[config.mk]
export PLATFORM = sky130hd
export DESIGN_NAME = particle_sensor_frame_parser_flat
export DESIGN_NICKNAME = d
export VERILOG_FILES = /design/src/rtl/psfp_pkg.sv /design/src/rtl/psfp_if.sv /design/src/rtl/psfp_ctrl.sv /design/src/rtl/psfp_dp.sv /design/src/rtl/particle_sensor_frame_parser.sv /design/src/flat_wrapper.sv
export SDC_FILE = /design/constraint.sdc
export NUM_CORES = 1
export LEC_CHECK = 0
export BUFFER_PORTS_ARGS = -buffer_cell sky130_fd_sc_hd__buf_2
export CORE_ASPECT_RATIO = 1.1
export CORE_UTILIZATION = 55
export CTS_BUF_LIST = sky130_fd_sc_hd__clkbuf_8 sky130_fd_sc_hd__clkbuf_16
export DETAILED_ROUTE_END_ITERATION = 7
export PLACE_DENSITY = 0.72
export SYNTH_ARGS = -nofsm -noshare
export SYNTH_HDL_FRONTEND = slang
export SYNTH_HIERARCHICAL = 1
export SYNTH_SLANG_ARGS = --single-unit
[constraint.sdc]
create_clock -name clk -period 5.67 [get_ports clk]
set_input_delay 0.2835 -clock clk [delete_from_list [all_inputs] [get_ports clk]]
set_output_delay 0.2835 -clock clk [all_outputs]
set_load 0.01 [all_outputs]
[src/rtl/psfp_pkg.sv]
// types and constants shared by the frame parser modules
`default_nettype none
package psfp_pkg;

  localparam logic [7:0] SIG_FIRST  = 8'h42;
  localparam logic [7:0] SIG_SECOND = 8'h4D;
  localparam logic [7:0] FRAME_LEN  = 8'd28;
  localparam logic [4:0] SUM_BYTES  = 5'd30;
  localparam logic [4:0] LAST_POS   = 5'd31;
  localparam logic [4:0] MEAS_FIRST = 5'd4;
  localparam logic [4:0] MEAS_LAST  = 5'd27;
  localparam int         NUM_MEAS   = 12;
  localparam int         IDX_W      = $clog2(NUM_MEAS);
  localparam logic [IDX_W-1:0] LAST_IDX = IDX_W'(NUM_MEAS - 1);

  typedef enum logic [1:0] {
    ST_OK  = 2'd0,
    ST_SIG = 2'd1,
    ST_LEN = 2'd2,
    ST_SUM = 2'd3
  } status_t;

  typedef enum logic {
    S_RECV  = 1'b0,
    S_DRAIN = 1'b1
  } state_t;

  typedef struct packed {
    logic             take;
    logic             load_out;
    logic             clear_frame;
    logic [IDX_W-1:0] out_idx;
  } ctrl_cmd_t;

  typedef struct packed {
    logic final_byte;
    logic fault_none;
    logic out_free;
  } dp_status_t;

endpackage
`default_nettype wire

[src/rtl/psfp_if.sv]
// byte and result channel interfaces
`default_nettype none
interface psfp_byte_if;
  logic       valid;
  logic       ready;
  logic       kind;
  logic [7:0] data_byte;

  modport source (output valid, output kind, output data_byte, input ready);
  modport sink   (input valid, input kind, input data_byte, output ready);
endinterface

interface psfp_result_if;
  logic        valid;
  logic        ready;
  logic [3:0]  field_index;
  logic [15:0] field_value;
  logic [1:0]  status;
  logic        last;

  modport source (output valid, output field_index, output field_value, output status,
                  output last, input ready);
  modport sink   (input valid, input field_index, input field_value, input status,
                  input last, output ready);
endinterface
`default_nettype wire

[src/rtl/psfp_ctrl.sv]
// frame parser controller: receive and drain sequencing
`default_nettype none
module psfp_ctrl (
  input  wire                     clk,
  input  wire                     rst,
  input  wire                     rx_valid,
  output logic                    rx_ready,
  input  psfp_pkg::dp_status_t    status,
  output psfp_pkg::ctrl_cmd_t     cmd
);
  import psfp_pkg::*;

  state_t           state, state_next;
  logic [IDX_W-1:0] idx, idx_next;
  logic             drain_done;

  assign drain_done = status.out_free && (!status.fault_none || idx == LAST_IDX);

  always_ff @(posedge clk) begin
    if (rst) begin
      state <= S_RECV;
      idx   <= '0;
    end else begin
      state <= state_next;
      idx   <= idx_next;
    end
  end

  always_comb begin
    state_next = state;
    idx_next   = idx;
    case (state)
      S_RECV: begin
        idx_next = '0;
        if (rx_valid && status.final_byte) state_next = S_DRAIN;
      end
      S_DRAIN: begin
        if (drain_done) begin
          state_next = S_RECV;
          idx_next   = '0;
        end else if (status.out_free) begin
          idx_next = idx + 1'b1;
        end
      end
      default: state_next = S_RECV;
    endcase
  end

  always_comb begin
    rx_ready         = 1'b0;
    cmd.take         = 1'b0;
    cmd.load_out     = 1'b0;
    cmd.clear_frame  = 1'b0;
    cmd.out_idx      = idx;
    case (state)
      S_RECV: begin
        rx_ready = 1'b1;
        cmd.take = rx_valid;
      end
      S_DRAIN: begin
        cmd.load_out    = status.out_free;
        cmd.clear_frame = drain_done;
      end
      default: ;
    endcase
  end

`ifndef NO_ASSERTIONS
  a_load_free: assert property (@(posedge clk) disable iff (rst)
    cmd.load_out |-> status.out_free) else $error("result loaded into busy register");
  a_idx_range: assert property (@(posedge clk) disable iff (rst)
    state == S_DRAIN |-> idx <= LAST_IDX) else $error("drain index out of range");
  a_final_drain: assert property (@(posedge clk) disable iff (rst)
    (cmd.take && status.final_byte) |=> state == S_DRAIN)
    else $error("final byte did not start drain");
  a_no_take_drain: assert property (@(posedge clk) disable iff (rst)
    state == S_DRAIN |-> !cmd.take && !rx_ready) else $error("byte taken while draining");
`endif
endmodule
`default_nettype wire

[src/rtl/psfp_dp.sv]
// frame parser datapath: frame checks, measurement store, result register
`default_nettype none
module psfp_dp (
  input  wire                   clk,
  input  wire                   rst,
  input  psfp_pkg::ctrl_cmd_t   cmd,
  output psfp_pkg::dp_status_t  status,
  input  wire                   rx_kind,
  input  wire  [7:0]            rx_data_byte,
  output logic                  res_valid,
  input  wire                   res_ready,
  output logic [3:0]            res_field_index,
  output logic [15:0]           res_field_value,
  output logic [1:0]            res_status,
  output logic                  res_last
);
  import psfp_pkg::*;

  logic [4:0]       pos;
  logic [12:0]      sum;
  status_t          fault;
  logic [7:0]       pending;
  logic [15:0]      store [NUM_MEAS];

  logic [12:0]      sum_next;
  status_t          check;
  logic [4:0]       pos_off;
  logic [IDX_W-1:0] wr_idx;
  logic             take_data;

  assign take_data = cmd.take && !rx_kind;
  assign pos_off   = pos - MEAS_FIRST;
  assign wr_idx    = pos_off[IDX_W:1];
  assign sum_next  = (pos < SUM_BYTES) ? sum + {5'd0, rx_data_byte} : sum;

  always_comb begin
    check = ST_OK;
    case (pos)
      5'd0:      if (rx_data_byte != SIG_FIRST)  check = ST_SIG;
      5'd1:      if (rx_data_byte != SIG_SECOND) check = ST_SIG;
      5'd2:      if (rx_data_byte != 8'd0)       check = ST_LEN;
      5'd3:      if (rx_data_byte != FRAME_LEN)  check = ST_LEN;
      SUM_BYTES: if (rx_data_byte != {3'd0, sum[12:8]}) check = ST_SUM;
      LAST_POS:  if (rx_data_byte != sum[7:0])   check = ST_SUM;
      default:   check = ST_OK;
    endcase
  end

  assign status.final_byte = (pos == LAST_POS) && !rx_kind;
  assign status.fault_none = (fault == ST_OK);
  assign status.out_free   = !res_valid || res_ready;

  always_ff @(posedge clk) begin
    if (rst || cmd.clear_frame || (cmd.take && rx_kind)) begin
      pos     <= '0;
      sum     <= '0;
      fault   <= ST_OK;
      pending <= '0;
    end else if (take_data) begin
      sum <= sum_next;
      if (fault == ST_OK) fault <= check;
      if (pos != LAST_POS) pos <= pos + 1'b1;
      if (pos >= MEAS_FIRST && pos <= MEAS_LAST && !pos[0]) pending <= rx_data_byte;
    end
  end

  always_ff @(posedge clk) begin
    if (take_data && pos >= MEAS_FIRST && pos <= MEAS_LAST && pos[0]) begin
      store[wr_idx] <= {pending, rx_data_byte};
    end
  end

  always_ff @(posedge clk) begin
    if (rst) begin
      res_valid <= 1'b0;
    end else if (cmd.load_out) begin
      res_valid <= 1'b1;
    end else if (res_ready) begin
      res_valid <= 1'b0;
    end
  end

  always_ff @(posedge clk) begin
    if (cmd.load_out) begin
      res_field_index <= status.fault_none ? 4'(cmd.out_idx) : 4'd0;
      res_field_value <= status.fault_none ? store[cmd.out_idx] : 16'd0;
      res_status      <= fault;
      res_last        <= !status.fault_none || cmd.out_idx == LAST_IDX;
    end
  end
endmodule
`default_nettype wire

[src/rtl/particle_sensor_frame_parser.sv]
// particulate sensor 32-byte frame parser, top level
// rx carries one item per transfer: kind 0 is a received byte, kind 1 drops
// any partial frame and restarts at byte 0 without producing a result.
// result carries (field_index, field_value, status, last) per transfer.
// while a frame is being received, one byte is taken every cycle.
// the 32nd byte starts a drain of the measurement store: a good frame gives
// twelve results, one per cycle while result.ready is high, the last one
// marked; a bad frame gives one result with the first failed check and a
// zero value. during the drain rx.ready is low; result.valid rises once the
// controller state register has entered the drain state and the output
// register has been loaded, in that order, after the final byte transfer.
// results pass through a single output register; if the receiver stalls,
// the drain waits and the held result stays stable.
// reset clears the frame position, running sum, fault and output valid;
// the measurement store is not cleared, every entry is rewritten by a frame
// before it is read.
`default_nettype none
module particle_sensor_frame_parser (
  input  wire            clk,
  input  wire            rst,
  psfp_byte_if.sink      rx,
  psfp_result_if.source  result
);
  import psfp_pkg::*;

  ctrl_cmd_t  cmd;
  dp_status_t status;
  logic       rx_ready;

  assign rx.ready = rx_ready;

  psfp_ctrl u_ctrl (
    .clk      (clk),
    .rst      (rst),
    .rx_valid (rx.valid),
    .rx_ready (rx_ready),
    .status   (status),
    .cmd      (cmd)
  );

  psfp_dp u_dp (
    .clk             (clk),
    .rst             (rst),
    .cmd             (cmd),
    .status          (status),
    .rx_kind         (rx.kind),
    .rx_data_byte    (rx.data_byte),
    .res_valid       (result.valid),
    .res_ready       (result.ready),
    .res_field_index (result.field_index),
    .res_field_value (result.field_value),
    .res_status      (result.status),
    .res_last        (result.last)
  );
endmodule
`default_nettype wire
[src/flat_wrapper.sv]
// flat-port wrapper written by rule: the top's interface ports become plain ports
module particle_sensor_frame_parser_flat import psfp_pkg::*;
  (clk, rst, rx_valid, rx_kind, rx_data_byte, rx_ready, result_valid, result_field_index, result_field_value, result_status, result_last, result_ready);
  psfp_byte_if rx_i ();
  psfp_result_if result_i ();
  input  wire clk;
  input  wire rst;
  input wire logic [$bits(rx_i.valid)-1:0] rx_valid;
  input wire logic [$bits(rx_i.kind)-1:0] rx_kind;
  input wire logic [$bits(rx_i.data_byte)-1:0] rx_data_byte;
  output wire logic [$bits(rx_i.ready)-1:0] rx_ready;
  output wire logic [$bits(result_i.valid)-1:0] result_valid;
  output wire logic [$bits(result_i.field_index)-1:0] result_field_index;
  output wire logic [$bits(result_i.field_value)-1:0] result_field_value;
  output wire logic [$bits(result_i.status)-1:0] result_status;
  output wire logic [$bits(result_i.last)-1:0] result_last;
  input wire logic [$bits(result_i.ready)-1:0] result_ready;
  assign rx_i.valid = rx_valid;
  assign rx_i.kind = rx_kind;
  assign rx_i.data_byte = rx_data_byte;
  assign rx_ready = rx_i.ready;
  assign result_valid = result_i.valid;
  assign result_field_index = result_i.field_index;
  assign result_field_value = result_i.field_value;
  assign result_status = result_i.status;
  assign result_last = result_i.last;
  assign result_i.ready = result_ready;
  particle_sensor_frame_parser u_core (.clk(clk), .rst(rst), .rx(rx_i), .result(result_i));
endmodule
* Word-level counts from Yosys, hierarchy flattened *
Memories as Yosys holds them, arrays and structs flattened. A register that Yosys moved wholly into a read port is not among the register bits.
Cells that the tools add are included.

cells by class
  equal/unequal tests = 13
  $add $sub $neg = 4
  reduce and logical (&&, ||, !) cells = 27
  muxes and demuxes = 20
  bitwise operators = 1
  $lt $le $gt $ge = 3

operators with widths
  operator               number
  $ne A8 B7 Y1 const B   2
  $add A13 B8 Y13        1
  $pmux W2 S6            1
  $eq A5 B2 Y1 const B   2
  $eq A5 B5 Y1 const B   2
  $logic_and A1 B1 Y1    10
  $mux W1                10
  $mux W2                5
  $mux W4                2
  $ne A8 B5 Y1           1
  $ne A8 B5 Y1 const B   1
  $ne A8 B8 Y1           1
  $pmux W4 S2            1
  $reduce_and A2 Y1      4
  $reduce_bool A8 Y1     1
  $add A5 B1 Y5 const B  1
  $eq A5 B1 Y1 const B   1
  $ge A5 B3 Y1 const B   1
  $le A5 B5 Y1 const B   1
  $logic_not A1 Y1       5
  $logic_not A5 Y1       1
  $lt A5 B5 Y1 const B   1
  $ne A5 B5 Y1 const B   1
  $sub A5 B3 Y5 const B  1
  8 further kinds        11

word-level totals
  word-level logic and storage cells = 79
  register bits after elaboration = 41
  memories = 1
  bits of input ports = 13
  bits in writable memories = 192

memory list
  memory             words  width  rd ports  clocked after memory_dff  write ports  line           text
  u_core.u_dp.store  12     16     1         1                         1            psfp_dp.sv:23  logic [15:0] store [NUM_MEAS];

* Logic depth before layout (Yosys ltp) *
Gate-level depths: netlist of run 1.

  depth in word-level cells = 7
  gate-level depth with buffers = 10
  depth with buffers taken out = 8

* Hierarchy *
Netlist of run 1, hierarchy kept.

by module, submodules not included
  module     cells each  times used  seq. area each (um2)  area an instance (um2)
  psfp_dp    598         1           7036.7                10005.8
  psfp_ctrl  33          1           100.1                 259.0

* Least setup slack after synthesis of run 1 *
Ideal clock, no wire load.

  path type = reg2reg
  from = register u_core.u_ctrl.state
  to = memory u_core.u_dp.store[6][0], enable pin
  clock period less this slack = 2.906 ns
  arrival time = 2.497 ns
  path buffers = 0
  slack = 2.764 ns
  library setup time = 0.409 ns
  required time = 5.261 ns
  cell stages (with the launch flop) = 7
  cells stage by stage = dfxtp_1 -> nor2b_1 -> nand2b_1 -> or3_1 -> nor3_1 -> nand2b_1 -> nor3_1

RTL lines
  element                 line             text
  from (decl)             psfp_ctrl.sv:13  state_t state, state_next;
  from (signal assigned)  psfp_ctrl.sv:24  state <= state_next;
  to (decl)               psfp_dp.sv:23

==> results of run 1 <==
cells in the final DEF (no fill, tap or decap), drive strengths merged, types with 3 or more instances in the layout:
| cell | count |
|---|---|
| inv | 12 |
| ha | 18 |
| dfxtp | 34 |
| a31oi | 5 |
| clkbuf | 27 |
| nor4 | 6 |
| nand2 | 29 |
| clkinv | 8 |
| nand4b | 3 |
| buf | 54 |
| nor3 | 10 |
| nand4 | 7 |
| nor2b | 4 |
| or3 | 4 |
| nand3 | 11 |
| xnor2 | 7 |
| mux2i | 24 |
| nor2 | 67 |
| a211oi | 5 |
| edfxtp | 215 |
| mux4 | 48 |
| nand2b | 7 |
| o21ai | 9 |
| a21oi | 34 |
| a21o | 3 |
| xor2 | 7 |
| and2 | 8 |
sequential cells by signal, indices dropped and copies added, names as in the netlist, 2 cells and up:
register and flops:
u_core/u_dp/store 192, u_core/u_dp/res_field_value 16, u_core/u_dp/pos 5, u_core/u_ctrl/idx 4, u_core/u_dp/fault 2, u_core/u_dp/res_field_index 4
u_core/u_dp/pending 8, u_core/u_dp/res_status 2, u_core/u_dp/sum 13
worst register-to-register path, cell delays in order (launching register included):
cell and delay (ns):
dfxtp_4 1.03, ha_1 0.35, nand3b_1 0.16, nand2_1 0.13, and2_1 0.16, a211o_1 0.73
nor4b_1 0.13, a311o_1 0.35
where the power goes:
part           switching [mW]  internal, mW  total (mW)
logic                  0.0625        0.0254      0.0879
registers             0.00365          1.98        1.98
clock network           0.618         0.834        1.45
total                   0.684          2.84        3.52
kinds of logic after synthesis:
| group | Yosys count |
|---|---|
| AO/OA/AOI/OAI | 72 |
| XOR/XNOR | 14 |
| adder cells (fa/ha/maj) | 19 |
| buffers and inverters | 40 |
| flip-flops | 249 |
| multiplexers | 72 |
| AND/OR/NAND/NOR | 165 |
layer usage:
layer	global-route usage	up-vias	wire length, um	part of all wire
li1	-	2565	-	-
met1	0.2986	2858	8609	0.42
met2	0.3714	206	10040	0.49
met3	0.03005	51	1298	0.063
met4	0.07356	0	597	0.029
met5	0	-	0	0
final cells by class:
type	instances	area, um2
well taps	243	304.0
fillers	1320	6867
inverters	8	30.03
clock inverters	14	88.84
repair buffers	54	312.8
multi-input cells	342	2973
flip-flops and latches	249	7142
clock buffers	27	630.6
final timing paths:
check                                                     endpoint  depth (start not counted)
worst max-delay path               u_core/u_dp/sum[5]$_SDFFE_PP0P_                          7
worst min-delay path            u_core/u_dp/res_valid$_SDFFE_PP0P_                          2
worst max register to register     u_core/u_dp/sum[5]$_SDFFE_PP0P_                          7
worst min register to register     u_core/u_dp/sum[3]$_SDFFE_PP0P_                          2
==> flow_summary.yaml, run 1 <==
floorplan:
  num_rows: 52
  core-area_um2: 18350
  die_h_um: 145.3
  start_util: 0.5595
  die_x_um: 132.3
  ios: 38
  die_area_um2: 19210
global_routing:
  grtUsageTotal: 0.2207
  grt_max_degree: 55
  overflow: 0
  grt_pass1_vias: 5920
  grt_pass1_wl_um: 32220
  antenna_found_initial: 0
detailed_routing:
  wire_per_inst_um: 21.93
  vias: 5680
  drt_iter0_drc: 584
  routed_wl_um: 20550
  drc: 0
  antenna_left: 0
  dr.pass1.iters: 5
  avgViaCountPerCell: 6.062
setup_path:
  start_kind: "register"
  worst_ep_required_time_ns: 6.05
  end_kind: "register"
  crit_chain: "ha_1 -> nand3b_1 -> nand2_1 -> and2_1 -> a211o_1 -> nor4b_1 -> a311o_1"
  worst_ep_arrival_time_ns: 3.54
  cpPeakStageDelay_ns: 1.03
  worstSetupStartpoint: "u_core/u_ctrl/idx[0]$_SDFFE_PP0P_"
  critical_path_class: "register to register"
  crit_family: "compound AO/OA/AOI/OAI gates"
  crit_path_max_fanout: 54
  crit_path_top_delay_cell: "dfxtp_4"
  r2r_slack_ns: 2.52
  r2r_start: "u_core/u_ctrl/idx[0]$_SDFFE_PP0P_"
  critPathBufInv: 0
synth:
  ys_warn_count: 6
  yosysUniqueCellTypes: 49
  synth-edff-count: 215
  seq_area_frac_synth: 0.6953
  synthFlopType: "edfxtp_1"
  yosysTopAreaCell: "edfxtp_1"
  synth_nets: 663
  synthMuxAreaShare: 0.1287
  synth-xor-area-share: 0.01195
  synth-simple-area-share: 0.07825
  synth_area_um2: 10260
  yosys.cell_count.top_type: "edfxtp_1"
  synth.top_cells.by_area: "edfxtp_1 (63%), mux4_2 (11%), dfxtp_1 (6.6%)"
  synth_cells: 631
  synth.avg_cell_area_um2: 16.27
  synth_commonest_cells: "edfxtp_1 (215), nor2_1 (67), mux4_2 (48)"
  synth_seq_cells: 249
  synth_top_family_by_area: "multiplexers"
  synth.top_cell.area_share: 0.6290
  yosys.area_share.adder: 0.02389
  ys_async_sr_fraction: 0
  synth-compound-area-share: 0.04510
power_and_ir_drop:
  p_per_area_nw_per_um2: 306.5
  leakage_nw: 4.002
  p_total_mw: 3.519
  peakVddDrop_mv: 0.2005
sta:
  fin_crit_sh: 0.5561
  worst_slack_ns: 2.517
  worst_slew_pin_slew_ns: 1.288
  timing.hold.ws_ns: 0.02516
  setup_viol: 0
  rsz0062_at_grt: "no"
  max_freq_mhz: 317.2
  final.setup.tns_ns: 0
  slew_headroom: 0.1363
  slew_violations: 0
  fin_skew_ns: 0.008392
  period_minus_slack_ns: 3.153
  finalHoldViolCount: 0
placement:
  gp_congestion: 0.8758
  detailedPlace.worstSlack_ns: 2.458
  port_buffers: 37
  dp_hpwl_um: 12110
  placed_cells: 896
  placed_cell_area_um2: 10760
cts:
  cts.clk_slew.worst_paths_ns: 0.06
  clk_latency_ns: 0.49
  cts_tree: "done"
  cts.sinks: 249
  postCtsSetupBuffers: 0
  postCtsHoldBufs: 0
  htree_num_levels: 1
  ctsResizeCount: 0
  clock_path_buffers: 3
  numCtsBuffers: 23
  cts_root_buf: "clkbuf_16"
hold_path:
  min_path_type: "input port to register"
  worst_hold_startpoint: "rst"
cells_and_area:
  n_antenna_cell: 0
  fin_area_um2: 11480
  drive_gt1_frac: 0.2147
  nets: 710
  utilization: 0.6258
  area_growth_syn_to_layout_pct: 11.85
  final_cells: 937
flow_run:
  max_cap_viol_count: 0
run_status:
  status: "finished clean"
Power figures use the tool's default switching activity.
==> run 2, diff against run 1 <==
- ABC_AREA: not set -> 1
- clock period: 5.67 -> 3.2 ns (I/O delays scaled with it)
==> flow_summary.yaml, run 2 <==
run_status:
  status: "finished clean"
global_routing:
  grt_pass1_wl_um: 36140
  grt_pass1_vias: 6640
  antenna_found_initial: 0
  overflow: 0
  grtUsageTotal: 0.2426
  grt_max_degree: 99
hold_path:
  min_path_type: "input port to register"
cells_and_area:
  layout_commonest_cell: "edfxtp_1"
  area_growth_syn_to_layout_pct: 12.95
  drive_gt1_frac: 0.1317
  filler_cell_count: 1417
  layout_common_cells: "edfxtp_1 (215), nor2_1 (151), o21ai_0 (125), nand2_1 (114), inv_1 (59)"
  multi_input_area_um2: 2889
  n_antenna_cell: 0
  largest_register_ffs: 192
  top_regs: "u_core/u_dp/store (192), u_core/u_dp/res_field_value (16), u_core/u_dp/sum (13)"
  nets: 1009
  largest-register: "u_core/u_dp/store"
  seq_area_um2: 7138
placement:
  dp_hpwl_um: 14020
  port_buffers: 37
  gp_congestion: 0.8636
  detailedPlace.worstSlack_ns: 0.9636
setup_path:
  crit_path_max_fanout: 19
  r2r_slack_ns: 0.98
  ff2ff_path_depth: 10
  r2r_start: "u_core/u_ctrl/idx[2]$_SDFFE_PP0P_"
  worstSetupStartpoint: "u_core/u_ctrl/idx[2]$_SDFFE_PP0P_"
  worst_ep_required_time_ns: 3.65
  critical_path_class: "register to register"
  worst_ep_arrival_time_ns: 2.67
  start_kind: "register"
  timing.rr.end: "u_core/u_dp/pending[7]$_SDFFE_PP0P_"
  end_kind: "register"
  critPathCapture: "u_core/u_dp/pending[7]$_SDFFE_PP0P_"
sta:
  max_freq_mhz: 450.7
  slew_headroom: 0.3433
  fin_skew_ns: 0.01883
  slew_violations: 0
  rsz0062_at_grt: "no"
  finalHoldViolCount: 0
  worst_slack_ns: 0.9811
  timing.hold.ws_ns: 0.02648
  fin_crit_sh: 0.6934
  setup_viol: 0
  period_minus_slack_ns: 2.219
  worst_slew_pin_slew_ns: 0.9850
  final.setup.tns_ns: 0
cts:
  cts.clk_slew.worst_paths_ns: 0.06
  numCtsBuffers: 25
  clock_path_buffers: 3
  clk_latency_ns: 0.52
  cts.sinks: 249
  cts_root_buf: "clkbuf_16"
  postCtsSetupBuffers: 0
  cts_tree: "done"
  htree_num_levels: 1
floorplan:
  start_util: 0.5648
  core-area_um2: 18540
  die_h_um: 146.7
  ios: 38
  die_area_um2: 19600
  num_rows: 52
  die_x_um: 133.6
power_and_ir_drop:
  leakage_nw: 4.564
  p_per_area_nw_per_um2: 566.6
  peakVddDrop_mv: 0.3762
  p_total_mw: 6.702
synth:
  synth-edff-count: 215
  synthFlopType: "edfxtp_1"
  yosysUniqueCellTypes: 41
  yosysTopAreaCell: "edfxtp_1"
  ys_async_sr_fraction: 0
  synth_nets: 957
  synth.avg_cell_area_um2: 11.32
  synth_cells: 925
  synth.top_cells.by_area: "edfxtp_1 (62%), dfxtp_1 (6.5%), o21ai_0 (6.0%)"
  synth.top_cell.area_share: 0.6165
  seq_area_frac_synth: 0.6815
  synth_commonest_cells: "edfxtp_1 (215), nor2_1 (152), o21ai_0 (125)"
  synth_area_um2: 10470
  yosys.cell_count.top_type: "edfxtp_1"
  synth_seq_cells: 249
  ys_warn_count: 6
detailed_routing:
  drc: 0
  drt_iter0_drc: 663
  antenna_left: 0
  routed_wl_um: 23420
  dr.pass1.iters: 5
  wire_per_inst_um: 18.92
  vias: 7210
  avgViaCountPerCell: 5.824
flow_run:
  max_cap_viol_count: 0
-- run 2: cell types whose count changed in the layout (fill, tap and decap cells not counted), moves of 8 or more --
cell	delta
inv_1	+47
nand2_1	+85
and2_1	-8
o22ai_1	+39
o21ai_0	+118
mux4_2	-48
mux2i_1	-24
o31ai_1	+8
or2_2	+8
nor2_1	+85
nand3_1	+12
-- run 2: cell families (layout without fill, tap and decap cells) --
logic type      after synthesis  in the layout  share of synthesized area
simple gates                322            322                     0.1274
xor+xnor                      7              7                   0.005854
compound gates              227            227                     0.1190
buf+inv                     101            171                    0.04289
flops                       249            249                     0.6815
fa+ha+maj                    19             19                    0.02342
-- run 2: worst min-delay path by stage --
| stage | from | end | cells past startpoint |
|---|---|---|---|
| 5_1_grt | rx_data_byte[7] | u_core/u_dp/store[0][7]$_DFFE_PP_ | 1 |
| 6_report | rx_data_byte[7] | u_core/u_dp/store[6][7]$_DFFE_PP_ | 1 |
| 4_1_cts | result_ready | u_core/u_dp/res_valid$_SDFFE_PP0P_ | 4 |
| 3_5_place_dp | rst | u_core/u_ctrl/idx[1]$_SDFFE_PP0P_ | 2 |
| 3_3_place_gp | rst | u_core/u_ctrl/idx[1]$_SDFFE_PP0P_ | 2 |
| 2_1_floorplan | rst | u_core/u_ctrl/idx[1]$_SDFFE_PP0P_ | 1 |
-- run 2: area by class of cell --
cell class              instances  area share
inverters                      62     0.01989
clock buffers                  25     0.05289
flip-flops and latches        249      0.6035
repair buffers                 64     0.03554
multi-input cells             575      0.2442
well taps                     243     0.02570
clock inverters                20     0.01830
-- run 2: power breakdown --
| part | total, mW | switching (mW) | internal [mW] |
|---|---|---|---|
| Clock | 2.98 | 1.17 | 1.82 |
| Sequential | 3.53 | 0.0140 | 3.51 |
| Combinational | 0.191 | 0.132 | 0.0588 |
| Total | 6.70 | 1.31 | 5.39 |
-- run 2: repair_timing --
item / 4_1_cts / 5_1_grt
hold buffers: 3 / 0
setup endpoints to repair: 0 / 0
resized for setup: 0 / 0
endpoints found under the hold margin: 3 / 0
-- run 2: per-layer routing --
layer / GRT usage / vias to the layer above / share of wire
met5: 0 / - / 0
met1: 0.3194 / 3463 / 0.40
met3: 0.03692 / 44 / 0.075
met4: 0.09148 / 0 / 0.026
met2: 0.4083 / 329 / 0.50
li1: - / 3374 / -
-- run 2: per-stage QoR --
step | instances | instance area [um2] | util
final | 1238 | 11830 | 0.6379
after global routing | 1238 | 11830 | 0.6379
after CTS | 1238 | 11830 | 0.6379
after detailed placement | 1190 | 10960 | 0.5909
after global placement | 1190 | 10960 | 0.5909
after floorplan | 925 | 10470 | -
-- run 2: critical path, stage by stage (launching register included) --
cell and delay [ns]:
dfxtp_1 0.71, inv_1 0.12, nand3_2 0.11, nand2_2 0.05
nand2_2 0.07, nor2_1 0.04, inv_1 0.06, nand3_2 0.20
inv_1 0.46, o21ai_0 0.18, a21oi_1 0.16
==> run 3, diff against run 2 <==
- ABC_AREA: 1 -> 0
- clock period: 3.2 -> 2.2 ns (I/O delays scaled with it)
==> flow_summary.yaml, run 3 (same netlist as run 1, synthesis figures left out) <==
sta:
  rsz0062_at_grt: "no"
  max_freq_mhz: 483.4
  fin_crit_sh: 0.9402
  slew_headroom: 0.5246
  period_minus_slack_ns: 2.069
  timing.hold.ws_ns: 0.02186
  worst_slack_ns: 0.1315
  setup_viol: 0
  worst_slew_pin_slew_ns: 0.7057
  fin_skew_ns: 0.02081
  slew_violations: 0
  finalHoldViolCount: 0
detailed_routing:
  drt_iter0_drc: 478
  drc: 1
  dr.pass1.iters: 8
  wire_per_inst_um: 22.62
  vias: 5873
  avgViaCountPerCell: 6.055
  routed_wl_um: 21940
  antenna_left: 0
cells_and_area:
  layout_commonest_cell: "edfxtp_1"
  largest-register: "u_core/u_dp/store"
  layout_common_cells: "edfxtp_1 (215), nor2_1 (60), mux4_2 (48), buf_2 (37), buf_4 (37)"
  top_regs: "u_core/u_dp/store (192), u_core/u_dp/res_field_value (16), u_core/u_dp/sum (13)"
  filler_cell_count: 1270
  drive_gt1_frac: 0.2600
  nets: 742
  n_antenna_cell: 0
  area_growth_syn_to_layout_pct: 15.76
  largest_register_ffs: 192
setup_path:
  worst_ep_arrival_time_ns: 2.27
  worst_ep_required_time_ns: 2.40
  critical_path_class: "register to register"
  end_kind: "register"
  start_kind: "register"
  crit_path_max_fanout: 8
  crit_chain: "nor2b_2 -> nand2b_1 -> or3_1 -> nor3_2 -> nand2b_1 -> nor3_4 -> buf_4"
  crit_path_top_delay_cell: "or3_1"
  crit_family: "simple AND/OR/NAND/NOR gates"
  crit_top_cell: "nand2b_1"
  critPathBufInv: 1
  cpPeakStageDelay_ns: 0.35
floorplan:
  die_area_um2: 19210
  core-area_um2: 18350
  die_x_um: 132.3
  die_h_um: 145.3
  start_util: 0.5595
  num_rows: 52
  ios: 38
placement:
  port_buffers: 37
  gp_congestion: 0.8634
  detailedPlace.worstSlack_ns: 0.09456
  dp_hpwl_um: 13840
global_routing:
  grt_max_degree: 40
  antenna_found_initial: 0
  grtUsageTotal: 0.2347
  overflow: 0
  grt_pass1_wl_um: 33930
  grt_pass1_vias: 6094
run_status:
  status: "finished, violations left"
  violations: "DRC"
power_and_ir_drop:
  p_switching_mw: 1.862
  p_per_area_nw_per_um2: 775.7
  p_clk_frac: 0.418
  peakVddDrop_mv: 0.5404
  power_frac_comb: 0.028
  intPower_mw: 7.355
  leakage_nw: 4.210
  p_sw_frac: 0.2020
  p_seq_frac: 0.553
cts:
  cts.sinks: 249
  cts.clk_slew.worst_paths_ns: 0.06
  clock_path_buffers: 3
  cts_tree: "done"
  postCtsSetupBuffers: 0
  cts_root_buf: "clkbuf_16"
  numCtsBuffers: 24
  clk_latency_ns: 0.52
  htree_num_levels: 1
flow_run:
  max_cap_viol_count: 0
hold_path:
  min_path_type: "input port to register"
-- run 3: cell types whose count changed in the layout (fill, tap and decap cells not counted), sizes merged, moves of 21 or more --
cell,change
o22ai,-39
nor2,-90
o21ai,-123
inv,-51
mux2i,+24
nand2,-91
mux4,+48
buf,+21
-- run 3: per-layer routing --
layer,wire length (um),track usage,vias to the layer above
met3,1318,0.03669,38
met1,8785,0.3032,3009
met5,0,0,-
met2,11310,0.4106,212
li1,-,-,2614
met4,531,0.07011,0
-- run 3: power by group through the flow --
stage / clock network, mW / registers (mW) / logic (mW)
after floorplan: 0 / 5.20 / 0.132
after global placement: 0 / 5.20 / 0.241
after detailed placement: 0 / 5.20 / 0.252
after CTS: 3.91 / 5.10 / 0.258
after global routing: 4.07 / 5.10 / 0.283
final: 3.85 / 5.10 / 0.262
-- run 3: timing repair --
action / CTS / global route
resized for setup: 0 / 5
endpoints found under the setup margin: 0 / 21
hold endpoints to repair: 2 / 0
hold buffers: 3 / 0
-- run 3: worst paths after layout --
path | from | slack, ns | cells past startpoint | endpoint
worst max-delay path | u_core/u_ctrl/state$_SDFF_PP0_ | 0.13 | 7 | u_core/u_dp/store[6][15]$_DFFE_PP_
worst min-delay path | rx_kind | 0.02 | 4 | u_core/u_ctrl/state$_SDFF_PP0_
worst max register to register | u_core/u_ctrl/state$_SDFF_PP0_ | 0.13 | 7 | u_core/u_dp/store[6][15]$_DFFE_PP_
worst min register to register | u_core/u_dp/sum[4]$_SDFFE_PP0P_ | 0.46 | 2 | u_core/u_dp/sum[4]$_SDFFE_PP0P_
-- run 3: stage by stage --
step / area (um2) / std cells / total power, mW / utilization / setup TNS [ns]
final: 11880 / 970 / 9.217 / 0.6476 / 0
after global routing: 11880 / 970 / 9.452 / 0.6476 / 0
after CTS: 11870 / 970 / 9.264 / 0.6469 / 0
after detailed placement: 11100 / 924 / 5.454 / 0.6050 / 0
after global placement: 11100 / 924 / 5.442 / 0.6050 / 0
after floorplan: 10330 / 631 / 5.334 / - / -7.174
-- run 3: area by class of cell --
type	count	area (um2)	share of cell area
Sequential cell	249	7144	0.6012
Inverter	8	30.03	0.002527
Clock buffer	25	625.6	0.05265
Tap cell	243	304.0	0.02559
Clock inverter	18	112.6	0.009477
Timing Repair Buffer	85	644.4	0.05423
Multi-Input combinational cell	342	3022	0.2543
-- run 3: worst register-to-register path: stages (launching register included) --
cell      delay, ns
dfxtp_2        0.34
nor2b_2        0.12
nand2b_1       0.10
or3_1          0.35
nor3_2         0.19
nand2b_1       0.20
nor3_4         0.25
buf_4          0.21
